==> src/hdl/mgr_pkg.sv <==
// Shared types, constants and helpers for the 3x3 morphological gradient block.
`timescale 1ns / 1ps
`default_nettype none

package mgr_pkg;

   localparam int unsigned MAX_WIDTH_DEFAULT = 1024;
   localparam int unsigned PIX_W             = 8;
   localparam int unsigned CFG_W             = 11;
   localparam int unsigned IMAGE_WIDTH_RESET = 640;
   localparam int unsigned MIN_WIDTH         = 3;
   localparam int unsigned WIN_SPAN          = 3 - 1;
   localparam int unsigned WIN_COLS          = 3;

   localparam int unsigned CSR_ADDR_W = 3;
   localparam int unsigned CSR_DATA_W = 32;
   localparam logic [CSR_ADDR_W-1:0] CSR_IMAGE_WIDTH = 3'd0;

   // running max / min of a group of pixels
   typedef struct packed {
      logic [PIX_W-1:0] hi;
      logic [PIX_W-1:0] lo;
   } mgr_stats_type;

   localparam mgr_stats_type STATS_NEUTRAL = '{hi: '0, lo: '1};

   function automatic mgr_stats_type stat_merge(input mgr_stats_type a,
                                                input mgr_stats_type b);
      mgr_stats_type r;
      r.hi = (a.hi > b.hi) ? a.hi : b.hi;
      r.lo = (a.lo < b.lo) ? a.lo : b.lo;
      return r;
   endfunction

   function automatic mgr_stats_type col_stats(input logic [PIX_W-1:0] p0,
                                               input logic [PIX_W-1:0] p1,
                                               input logic [PIX_W-1:0] p2);
      mgr_stats_type a;
      mgr_stats_type b;
      a = '{hi: p0, lo: p0};
      b = '{hi: p1, lo: p1};
      a = stat_merge(a, b);
      b = '{hi: p2, lo: p2};
      return stat_merge(a, b);
   endfunction

endpackage

`default_nettype wire

==> src/hdl/mgr_win_cell.sv <==
// One window column cell: holds its column's max/min and merges the window chain.
`timescale 1ns / 1ps
`default_nettype none

module mgr_win_cell (
   input  wire logic                  clock,
   input  wire logic                  shift_en,
   input  wire mgr_pkg::mgr_stats_type shift_in,
   input  wire mgr_pkg::mgr_stats_type partial_in,
   output mgr_pkg::mgr_stats_type     shift_out,
   output mgr_pkg::mgr_stats_type     partial_out
);
   import mgr_pkg::*;

   mgr_stats_type held_ff;

   always_ff @(posedge clock) begin
      if (shift_en) begin
         held_ff <= shift_in;
      end
   end

   assign shift_out   = held_ff;
   assign partial_out = stat_merge(held_ff, partial_in);

endmodule

`default_nettype wire

==> config.mk <==
export PLATFORM = sky130hd
export DESIGN_NAME = mgr_win_cell
export DESIGN_NICKNAME = d
export VERILOG_FILES = /design/src/hdl/mgr_pkg.sv /design/src/hdl/mgr_win_cell.sv
export SDC_FILE = /design/constraint.sdc
export NUM_CORES = 1
export LEC_CHECK = 0
export BUFFER_PORTS_ARGS = -buffer_cell sky130_fd_sc_hd__buf_2
export CELL_PAD_IN_SITES_DETAIL_PLACEMENT = 0
export CELL_PAD_IN_SITES_GLOBAL_PLACEMENT = 1
export CORE_MARGIN = 2
export CORE_UTILIZATION = 30
export CTS_CLUSTER_SIZE = 20
export DETAILED_ROUTE_END_ITERATION = 6
export PLACE_DENSITY = 0.87
export SLEW_MARGIN = 10
export SYNTH_ARGS = -nofsm -noshare
export SYNTH_HDL_FRONTEND = slang
export SYNTH_SLANG_ARGS = --single-unit
==> constraint.sdc <==
create_clock -name clock -period 4.2 [get_ports clock]
set_input_delay 0.84 -clock clock [delete_from_list [all_inputs] [get_ports clock]]
set_output_delay 0.84 -clock clock [all_outputs]
set_load 0.01 [all_outputs]
==> impl_metrics.csv, run 1 <==
group,metric,value,unit
cts,post-cts-setup-buffers,0,
place,port_buffers,65,
critical_path,worstSetupPathType,"input port to output port",
sta,worst_pin_slew,0.444,ns
sta,slew_headroom,70.4,%
detailed_routing,dr.pass1.iters,3,
layout,drive_gt1_share,57.0,%
grt,grt_pass1_wl,3.66,mm
sta,setup_violations,0,
die,ios,66,
cts,cts_buffers,3,
run_status,status,"finished, final reports clean",
sta,max_freq,0.290,GHz
place,post-place-cells,193,
critical_path,critPathMaxFanout,8,
grt,antenna_found_initial,0,
critical_path,worstPathArrival,2.61,ns
hold_path,min_path_type,"input port to flip-flop",
synthesis,yosys_warnings,0,
place,gp_congestion,0.707,
detailed_routing,drc_errors,0,
synthesis,synth-seq-area-share,45.9,%
flow_run,maxCapViolCount,0,
cts,htree_levels,1,
critical_path,cp_cell_sequence,"buf_2 -> inv_1 -> ha_1 -> nor2b_1 -> o211ai_1 -> a21oi_1 -> o32ai_4 -> mux2_2 -> buf_2",
grt,grt_usage,11.4,%
sta,rsz0062_at_grt,"no",
die,dieArea,0.00398,mm²
layout,fin_nets,201,
layout,synthToLayoutAreaGrowth,39.1,%
cts,cts_hold_buf,0,
critical_path,slowest_stage,"o32ai_4",
synthesis,synth_cells,82,
cts,cts.sinks,16,
power,ir_worst_vdd,0.000156,V
layout,fin_cells,197,
power,leakage,0.724,nW
synthesis,synth_cell_types,17,
synthesis,syn_nets,131,
cts,clockBufferDepth,2,
detailed_routing,wl_per_cell,11.3,µm
critical_path,required,3.36,ns
layout,largest_reg_flops,16,
sta,hold_viol,0,
critical_path,worst_path_largest_cell_delay,0.41,ns
sta,slew_viol_final,0,
power,p_per_area,296,mW/mm²
synthesis,avgSynthCellArea,12.8,µm²
place,dp_hpwl,1.93,mm
sta,min_period_over_period,82.1,%
synthesis,synth_seq_cells,16,
grt,grt_max_degree,17,
critical_path,endpoint_kind,"output port",
detailed_routing,postRouteWirelength,2.22,mm
detailed_routing,antenna_left,0,
die,initial_core_util,31.4,%
critical_path,start_kind,"input port",
layout,n_antenna_cell,0,
detailed_routing,drt-vias-per-instance,4.49,
grt,gr-total-overflow,0,
synthesis,syn_area,0.00105,mm²
die,die_x,63.1,µm
critical_path,cp_common_cell,"buf_2",
cts,cts_tree,"built",
die,core,0.00334,mm²
cts,cts_resized,0,
cts,ctsRootBufferMaster,"clkbuf_4",
sta,tns,0,ns
die,die_y,63.1,µm
layout,fillers,336,
sta,fin_crit,3.45,ns
detailed_routing,num_vias,885,
grt,grt_pass1_vias,875,
detailed_routing,drt_iter0_markers,22,
die,row_count,21,
cts,clk_pin_slew_worst_paths,0.09,ns
==> metal layers <==
layer  vias to the layer above  track usage [%]  share of wire (%)
li1                        443                -                  -
met1                       397             13.6                 41
met2                        43             20.3                 51
met3                         2             1.96                8.5
met4                         0             4.17               0.27
met5                         -                0                  0
==> synthesized netlist by cell type <==
cell      instances  area (µm²)
nor2b_1           1        6.26
nand2b_1          1        6.26
o21ai_2           1        8.76
inv_1            15        56.3
o211ai_1          1        7.51
a211oi_1          2        15.0
nand4_1           3        18.8
mux2_2           16         180
a211o_1           1        8.76
edfxtp_1         16         480
nand2_1           1        3.75
ha_1             15         188
o32ai_4           1        27.5
o21ai_0           1        5.00
a21oi_1           4        20.0
nor2_1            2        7.51
o21a_1            1        7.51
==> cell families (layout without fill, tap and decap cells) <==
kind of cell    Yosys count  after routing  share of synthesized area [%]
buf+inv                  15             84                           5.38
flops                    16             16                           45.9
fa+ha+maj                15             15                           17.9
compound gates           12             12                           9.56
mux                      16             16                           17.2
simple gates              8              8                           4.06
==> worst max-delay path: cells and delay by family <==
family / cells / cell delay (ns)
muxes: 1 / 0.39
buffers and inverters: 3 / 0.26
adders and majority gates: 1 / 0.29
AOI/OAI and AO/OA: 3 / 0.69
and+or+nand+nor: 1 / 0.13
==> cell type report <==
class | instances | area, µm² | area share, %
timing repair buffer | 65 | 325 | 22.3
sequential | 16 | 480 | 33.0
clock inverter | 1 | 3.75 | 0.258
tap | 46 | 57.6 | 3.95
clock buffer | 3 | 22.5 | 1.55
inverter | 15 | 56.3 | 3.87
multi-input combinational | 51 | 510 | 35.1
==> through the flow <==
step           hold slack, ns  worst slack, ns  area, µm²  util (%)  total power [mW]
6_report                0.727            0.753       1460      43.6             0.431
5_1_grt                 0.702            0.642       1460      43.6             0.464
4_1_cts                 0.714            0.736       1460      43.6             0.439
3_5_place_dp             1.02            0.746       1430      42.9             0.355
3_3_place_gp             1.02            0.782       1430      42.9             0.350
2_1_floorplan           0.939             1.07       1050         -             0.291
==> report_power, final <==
group          internal, mW  switching [mW]  total [mW]
clock                0.0345          0.0476      0.0821
combinational        0.0778          0.0721       0.150
sequential            0.190         0.00898       0.199
total                 0.303           0.129       0.431
==> layout by cell type, fill, tap and decap left out <==
cell type / instances
clkbuf_4: 3
ha_1: 15
nor2_1: 2
a211o_1: 1
inv_1: 15
o32ai_4: 1
o21a_1: 1
a211oi_1: 2
o21ai_2: 1
clkinv_1: 1
buf_2: 65
o21ai_0: 1
nand4_1: 3
mux2_2: 16
nor2b_1: 1
edfxtp_1: 16
a21oi_1: 4
o211ai_1: 1
nand2_1: 1
nand2b_1: 1
==> path summary, 6_finish.rpt <==
check / slack (ns) / depth (start not counted) / startpoint / endpoint
setup / recovery: 0.75 / 9 / partial_in[9] / partial_out[12]
hold / removal: 0.73 / 1 / shift_in[4] / shift_out[4]
(Power assumes the default switching activity.)
==> run 2: changes to the inputs <==
- ABC_AREA: unset -> 1
- PLACE_DENSITY: 0.87 -> 0.89
- clock period: 4.2 -> 3.5 ns (I/O delays scaled with it)
==> impl_metrics.csv, run 2 <==
group,metric,value,unit
detailed_routing,postRouteWirelength,2.60,mm
die,ios,66,
synthesis,synth-seq-area-share,41.9,%
sta,min_period_over_period,78.5,%
place,gp_congestion,0.849,
cts,clk_pin_slew_worst_paths,0.05,ns
hold_path,whs_path_depth,1,
sta,max_freq,0.364,GHz
critical_path,worstSetupPathType,"input port to output port",
layout,most-common-layout-cells,"buf_2 (65), nand2_1 (46), inv_1 (20), nand3_1 (16), edfxtp_1 (16)",
die,core,0.00366,mm²
power,p_sw,0.181,mW
sta,setup_violations,0,
cts,cts.sinks,16,
detailed_routing,dr.pass1.iters,4,
power,p_per_area,366,mW/mm²
cts,cts_hold_buf,0,
die,dieArea,0.00433,mm²
sta,slew_headroom,75.8,%
grt,grt_usage,12.9,%
die,die_y,65.8,µm
hold_path,hold_end,"shift_out[0]",
detailed_routing,wl_per_cell,10.5,µm
power,internal-power,0.391,mW
place,port_buffers,65,
synthesis,synth-main-ff-cell,"edfxtp_1",
grt,met1_usage,17.7,%
layout,drive_gt1_share,39.0,%
power,p_sw_share,31.6,%
grt,antenna_found_initial,0,
synthesis,ys_async_sr_fraction,0,%
place,dp_slack,0.779,ns
cts,ctsRootBufferMaster,"clkbuf_8",
grt,grt_pass1_vias,1063,
layout,largest_reg_flops,16,
critical_path,endpoint_kind,"output port",
grt,grt_busiest_layer,"met2",
sta,worst_pin_slew,0.363,ns
die,initial_core_util,31.3,%
synthesis,synth_seq_cells,16,
synthesis,synth_area_leaders,"edfxtp_1 (42%), ha_1 (16%), nand2_1 (15%)",
power,pwr-share-clk,21.7,%
detailed_routing,drc_errors,0,
flow_run,maxCapViolCount,0,
power,p_comb_share,35.9,%
critical_path,start_kind,"input port",
power,seqPwrFrac,42.4,%
layout,synthToLayoutAreaGrowth,36.6,%
grt,grtUsageMet3,1.70,%
synthesis,synth_cells,133,
grt,grt_max_degree,17,
hold_path,min_path_type,"input port to flip-flop",
place,dp_hpwl,2.26,mm
hold_path,min_from,"shift_in[0]",
critical_path,required,2.80,ns
grt,gr-total-overflow,0,
critical_path,worstPathArrival,2.05,ns
synthesis,yosysMostFrequentCell,"nand2_1",
sta,fin_crit,2.75,ns
detailed_routing,drt_iter0_markers,37,
synthesis,synthTopCellsByCount,"nand2_1 (46), inv_1 (20), edfxtp_1 (16), nand3_1 (16), ha_1 (15)",
grt,met2_usage,20.3,%
run_status,status,"finished, final reports clean",
synthesis,synth_cell_types,16,
cts,cts_buffers,3,
layout,layout_commonest_cell,"buf_2",
cts,htree_levels,1,
cts,post-cts-setup-buffers,0,
synthesis,avgSynthCellArea,8.62,µm²
synthesis,syn_area,0.00115,mm²
synthesis,synth_edf_count,16,
critical_path,critPathMaxFanout,9,
detailed_routing,antenna_left,0,
sta,hold_viol,0,
power,ir_worst_vdd,0.000238,V
layout,fillers,395,
detailed_routing,drt-vias-per-instance,4.25,
die,die_x,65.8,µm
synthesis,yosys_warnings,0,
grt,grt_pass1_wl,4.42,mm
layout,n_antenna_cell,0,
sta,slew_viol_final,0,
synthesis,synth_area_leader_cell,"edfxtp_1",
detailed_routing,num_vias,1054,
cts,cts_tree,"built",
synthesis,syn_nets,182,
power,leakage,0.886,nW
cts,clockBufferDepth,2,
sta,layout_setup_ws,0.752,ns
cts,cts_resized,0,
synthesis,synth_top_area_share,41.9,%
layout,fin_nets,251,
sta,rsz0062_at_grt,"no",
sta,tns,0,ns
die,row_count,22,
==> run 2: cell count changes after synthesis, moves of 5 or more <==
cell / change
nand2_1: +45
inv_1: +5
nand3_1: +16
mux2_2: -16
==> run 2: worst max-delay path: stages <==
cell	delay (ns)
buf_2	0.10
inv_1	0.04
ha_1	0.29
a21oi_1	0.15
o21a_1	0.36
nand2_4	0.14
nand2_1	0.08
nand2_1	0.05
buf_2	0.14
==> run 2: logic make-up (layout without fill, tap and decap cells) <==
logic type	count (synthesis)	after routing	synth area share (%)
simple gates	73	73	30.7
buf+inv	22	89	7.53
flops	16	16	41.9
fa+ha+maj	15	15	16.4
compound gates	7	7	3.49
==> run 2: worst max-delay path by stage <==
stage / endpoint / start / slack [ns] / cells past startpoint
final: partial_out[7] / partial_in[7] / 0.75 / 9
after global routing: partial_out[3] / partial_in[7] / 0.63 / 9
after CTS: partial_out[6] / partial_in[7] / 0.77 / 9
after detailed placement: partial_out[7] / partial_in[7] / 0.78 / 9
after global placement: partial_out[7] / partial_in[7] / 0.77 / 9
after floorplan: partial_out[10] / partial_in[15] / 1.14 / 8
==> run 2: power groups by stage <==
| stage | clock, mW | combinational, mW | sequential, mW |
|---|---|---|---|
| global placement | 0 | 0.206 | 0.247 |
| global route | 0.141 | 0.236 | 0.244 |
| detailed placement | 0 | 0.208 | 0.247 |
| finish | 0.124 | 0.205 | 0.243 |
| CTS | 0.131 | 0.209 | 0.243 |
| floorplan | 0 | 0.118 | 0.250 |
==> run 2: per-stage QoR <==
| step | hold WS [ns] | area, µm² | total power [mW] | util [%] | cells |
|---|---|---|---|---|---|
| after floorplan | 0.799 | 1150 | 0.368 | - | 133 |
| after global placement | 0.877 | 1520 | 0.453 | 41.6 | 245 |
| after detailed placement | 0.878 | 1520 | 0.455 | 41.6 | 245 |
| after CTS | 0.627 | 1570 | 0.583 | 42.8 | 248 |
| after global routing | 0.628 | 1570 | 0.622 | 42.8 | 248 |
| final | 0.635 | 1570 | 0.572 | 42.8 | 248 |
==> run 2: final cells by class <==
class,instances,area [µm²],area share [%]
Clock buffer,3,41.3,2.64
Inverter,21,78.8,5.04
Multi-Input combinational cell,95,579,37.0
Sequential cell,16,480,30.7
Tap cell,48,60.1,3.84
Timing Repair Buffer,65,325,20.8
==> run 2: routing by layer <==
layer  vias up  part of all wire [%]
met2        24                    45
met1       456                    48
li1        572                     -
met5         -                     0
met3         2                   5.6
met4         0                  0.73
==> run 3: changes to the inputs <==
- clock period: 3.5 -> 2.62 ns (I/O delays scaled with it)
==> impl_metrics.csv, run 3 (synthesized netlist as in run 2, its figures left out) <==
group,metric,value,unit
run_status,status,"finished, final reports clean",
critical_path,start_kind,"flip-flop",
detailed_routing,drt-vias-per-instance,4.20,
sta,layout_setup_ws,0.202,ns
place,placed_area,0.00152,mm²
detailed_routing,drt_iter0_markers,31,
hold_path,hold_end,"shift_out[0]",
grt,grt_pass1_vias,992,
layout,fillers,399,
cts,cts.sinks,16,
flow_run,maxCapViolCount,0,
layout,largest_reg_flops,16,
cts,ctsRootBufferMaster,"clkbuf_8",
critical_path,worstPathArrival,1.89,ns
cts,cts_buffers,3,
cts,clk_pin_slew_worst_paths,0.05,ns
sta,slew_headroom,76.2,%
cts,post-cts-setup-buffers,0,
die,ios,66,
grt,grt_usage,12.4,%
power,p_per_area,488,mW/mm²
die,core,0.00366,mm²
grt,met1_usage,17.5,%
layout,fin_nets,251,
sta,tns,0,ns
critical_path,endpoint_kind,"output port",
die,die_x,65.8,µm
sta,hold_viol,0,
critical_path,critPathMaxFanout,9,
detailed_routing,wl_per_cell,10.4,µm
place,dp_slack,0.251,ns
layout,n_antenna_cell,0,
die,die_y,65.8,µm
sta,slew_viol_final,0,
detailed_routing,num_vias,1041,
grt,grt_busiest_layer,"met2",
place,port_buffers,65,
grt,gr-total-overflow,0,
critical_path,worstSetupPathType,"flip-flop to output port",
grt,antenna_found_initial,0,
cts,cts_hold_buf,0,
layout,fin_cells,248,
layout,layout_commonest_cell,"buf_2",
layout,synthToLayoutAreaGrowth,36.6,%
detailed_routing,drc_errors,0,
detailed_routing,dr.pass1.iters,4,
grt,met2_usage,18.6,%
die,initial_core_util,31.3,%
hold_path,min_path_type,"input port to flip-flop",
power,leakage,0.886,nW
place,post-place-cells,245,
cts,cts_tree,"built",
cts,htree_levels,1,
layout,most-common-layout-cells,"buf_2 (65), nand2_1 (46), inv_1 (20), nand3_1 (16), edfxtp_1 (16)",
sta,setup_violations,0,
grt,grt_max_degree,17,
sta,min_period_over_period,92.3,%
sta,max_freq,0.414,GHz
grt,grt_pass1_wl,4.22,mm
detailed_routing,postRouteWirelength,2.57,mm
place,gp_congestion,0.849,
die,dieArea,0.00433,mm²
critical_path,required,2.10,ns
sta,worst_pin_slew,0.357,ns
power,total_power,0.764,mW
die,row_count,22,
sta,rsz0062_at_grt,"no",
grt,grtUsageMet3,1.87,%
hold_path,min_from,"shift_in[0]",
cts,clockBufferDepth,2,
cts,cts_resized,0,
place,dp_hpwl,2.21,mm
layout,postLayoutCellArea,0.00157,mm²
sta,fin_crit,2.42,ns
hold_path,whs_path_depth,1,
power,ir_worst_vdd,0.000373,V
detailed_routing,antenna_left,0,
layout,drive_gt1_share,39.0,%
## run 3: cell counts in the layout (fill, tap and decap cells not counted)
No cell type changed its count.
## run 3: how the worst max path moves through the flow
stage | startpoint | end | slack (ns) | cells past startpoint
after global routing | shift_out[5] | partial_out[6] | 0.06 | 7
final | shift_out[5] | partial_out[7] | 0.20 | 7
after detailed placement | partial_in[7] | partial_out[7] | 0.25 | 9
after floorplan | partial_in[15] | partial_out[10] | 0.62 | 8
after CTS | shift_out[5] | partial_out[7] | 0.20 | 7
after global placement | partial_in[7] | partial_out[7] | 0.24 | 9
## run 3: critical path, cell delays in order (launching register included)
cell and delay [ns]:
edfxtp_1 0.43, ha_1 0.31, a21oi_1 0.15, o21a_1 0.35
nand2_4 0.14, nand2_1 0.08, nand2_1 0.06, buf_2 0.14
## run 3: area by class of cell
type	instances	area, µm²	area share [%]
inverter	21	78.8	5.04
timing repair buffer	65	325	20.8
clock buffer	3	41.3	2.64
multi-input combinational	95	579	37.0
sequential	16	480	30.7
tap	48	60.1	3.84
## run 3: metrics by stage
stage,utilization [%],hold slack [ns]
2_1_floorplan,-,0.623
3_3_place_gp,41.6,0.701
3_5_place_dp,41.6,0.702
4_1_cts,42.8,0.451
5_1_grt,42.8,0.451
6_report,42.8,0.459
## run 3: per-layer routing
layer	wire, µm	vias up	share of wire (%)
met5	0	-	0
met4	19	0	0.74
met3	145	2	5.6
met2	1160	26	45
met1	1240	439	48
li1	-	574	-
## run 3: where the power goes
group	internal (mW)	leakage [nW]	switching, mW	total (mW)
clock network	0.101	0.0216	0.0646	0.166
registers	0.306	0.157	0.0177	0.324
logic	0.116	0.708	0.159	0.275
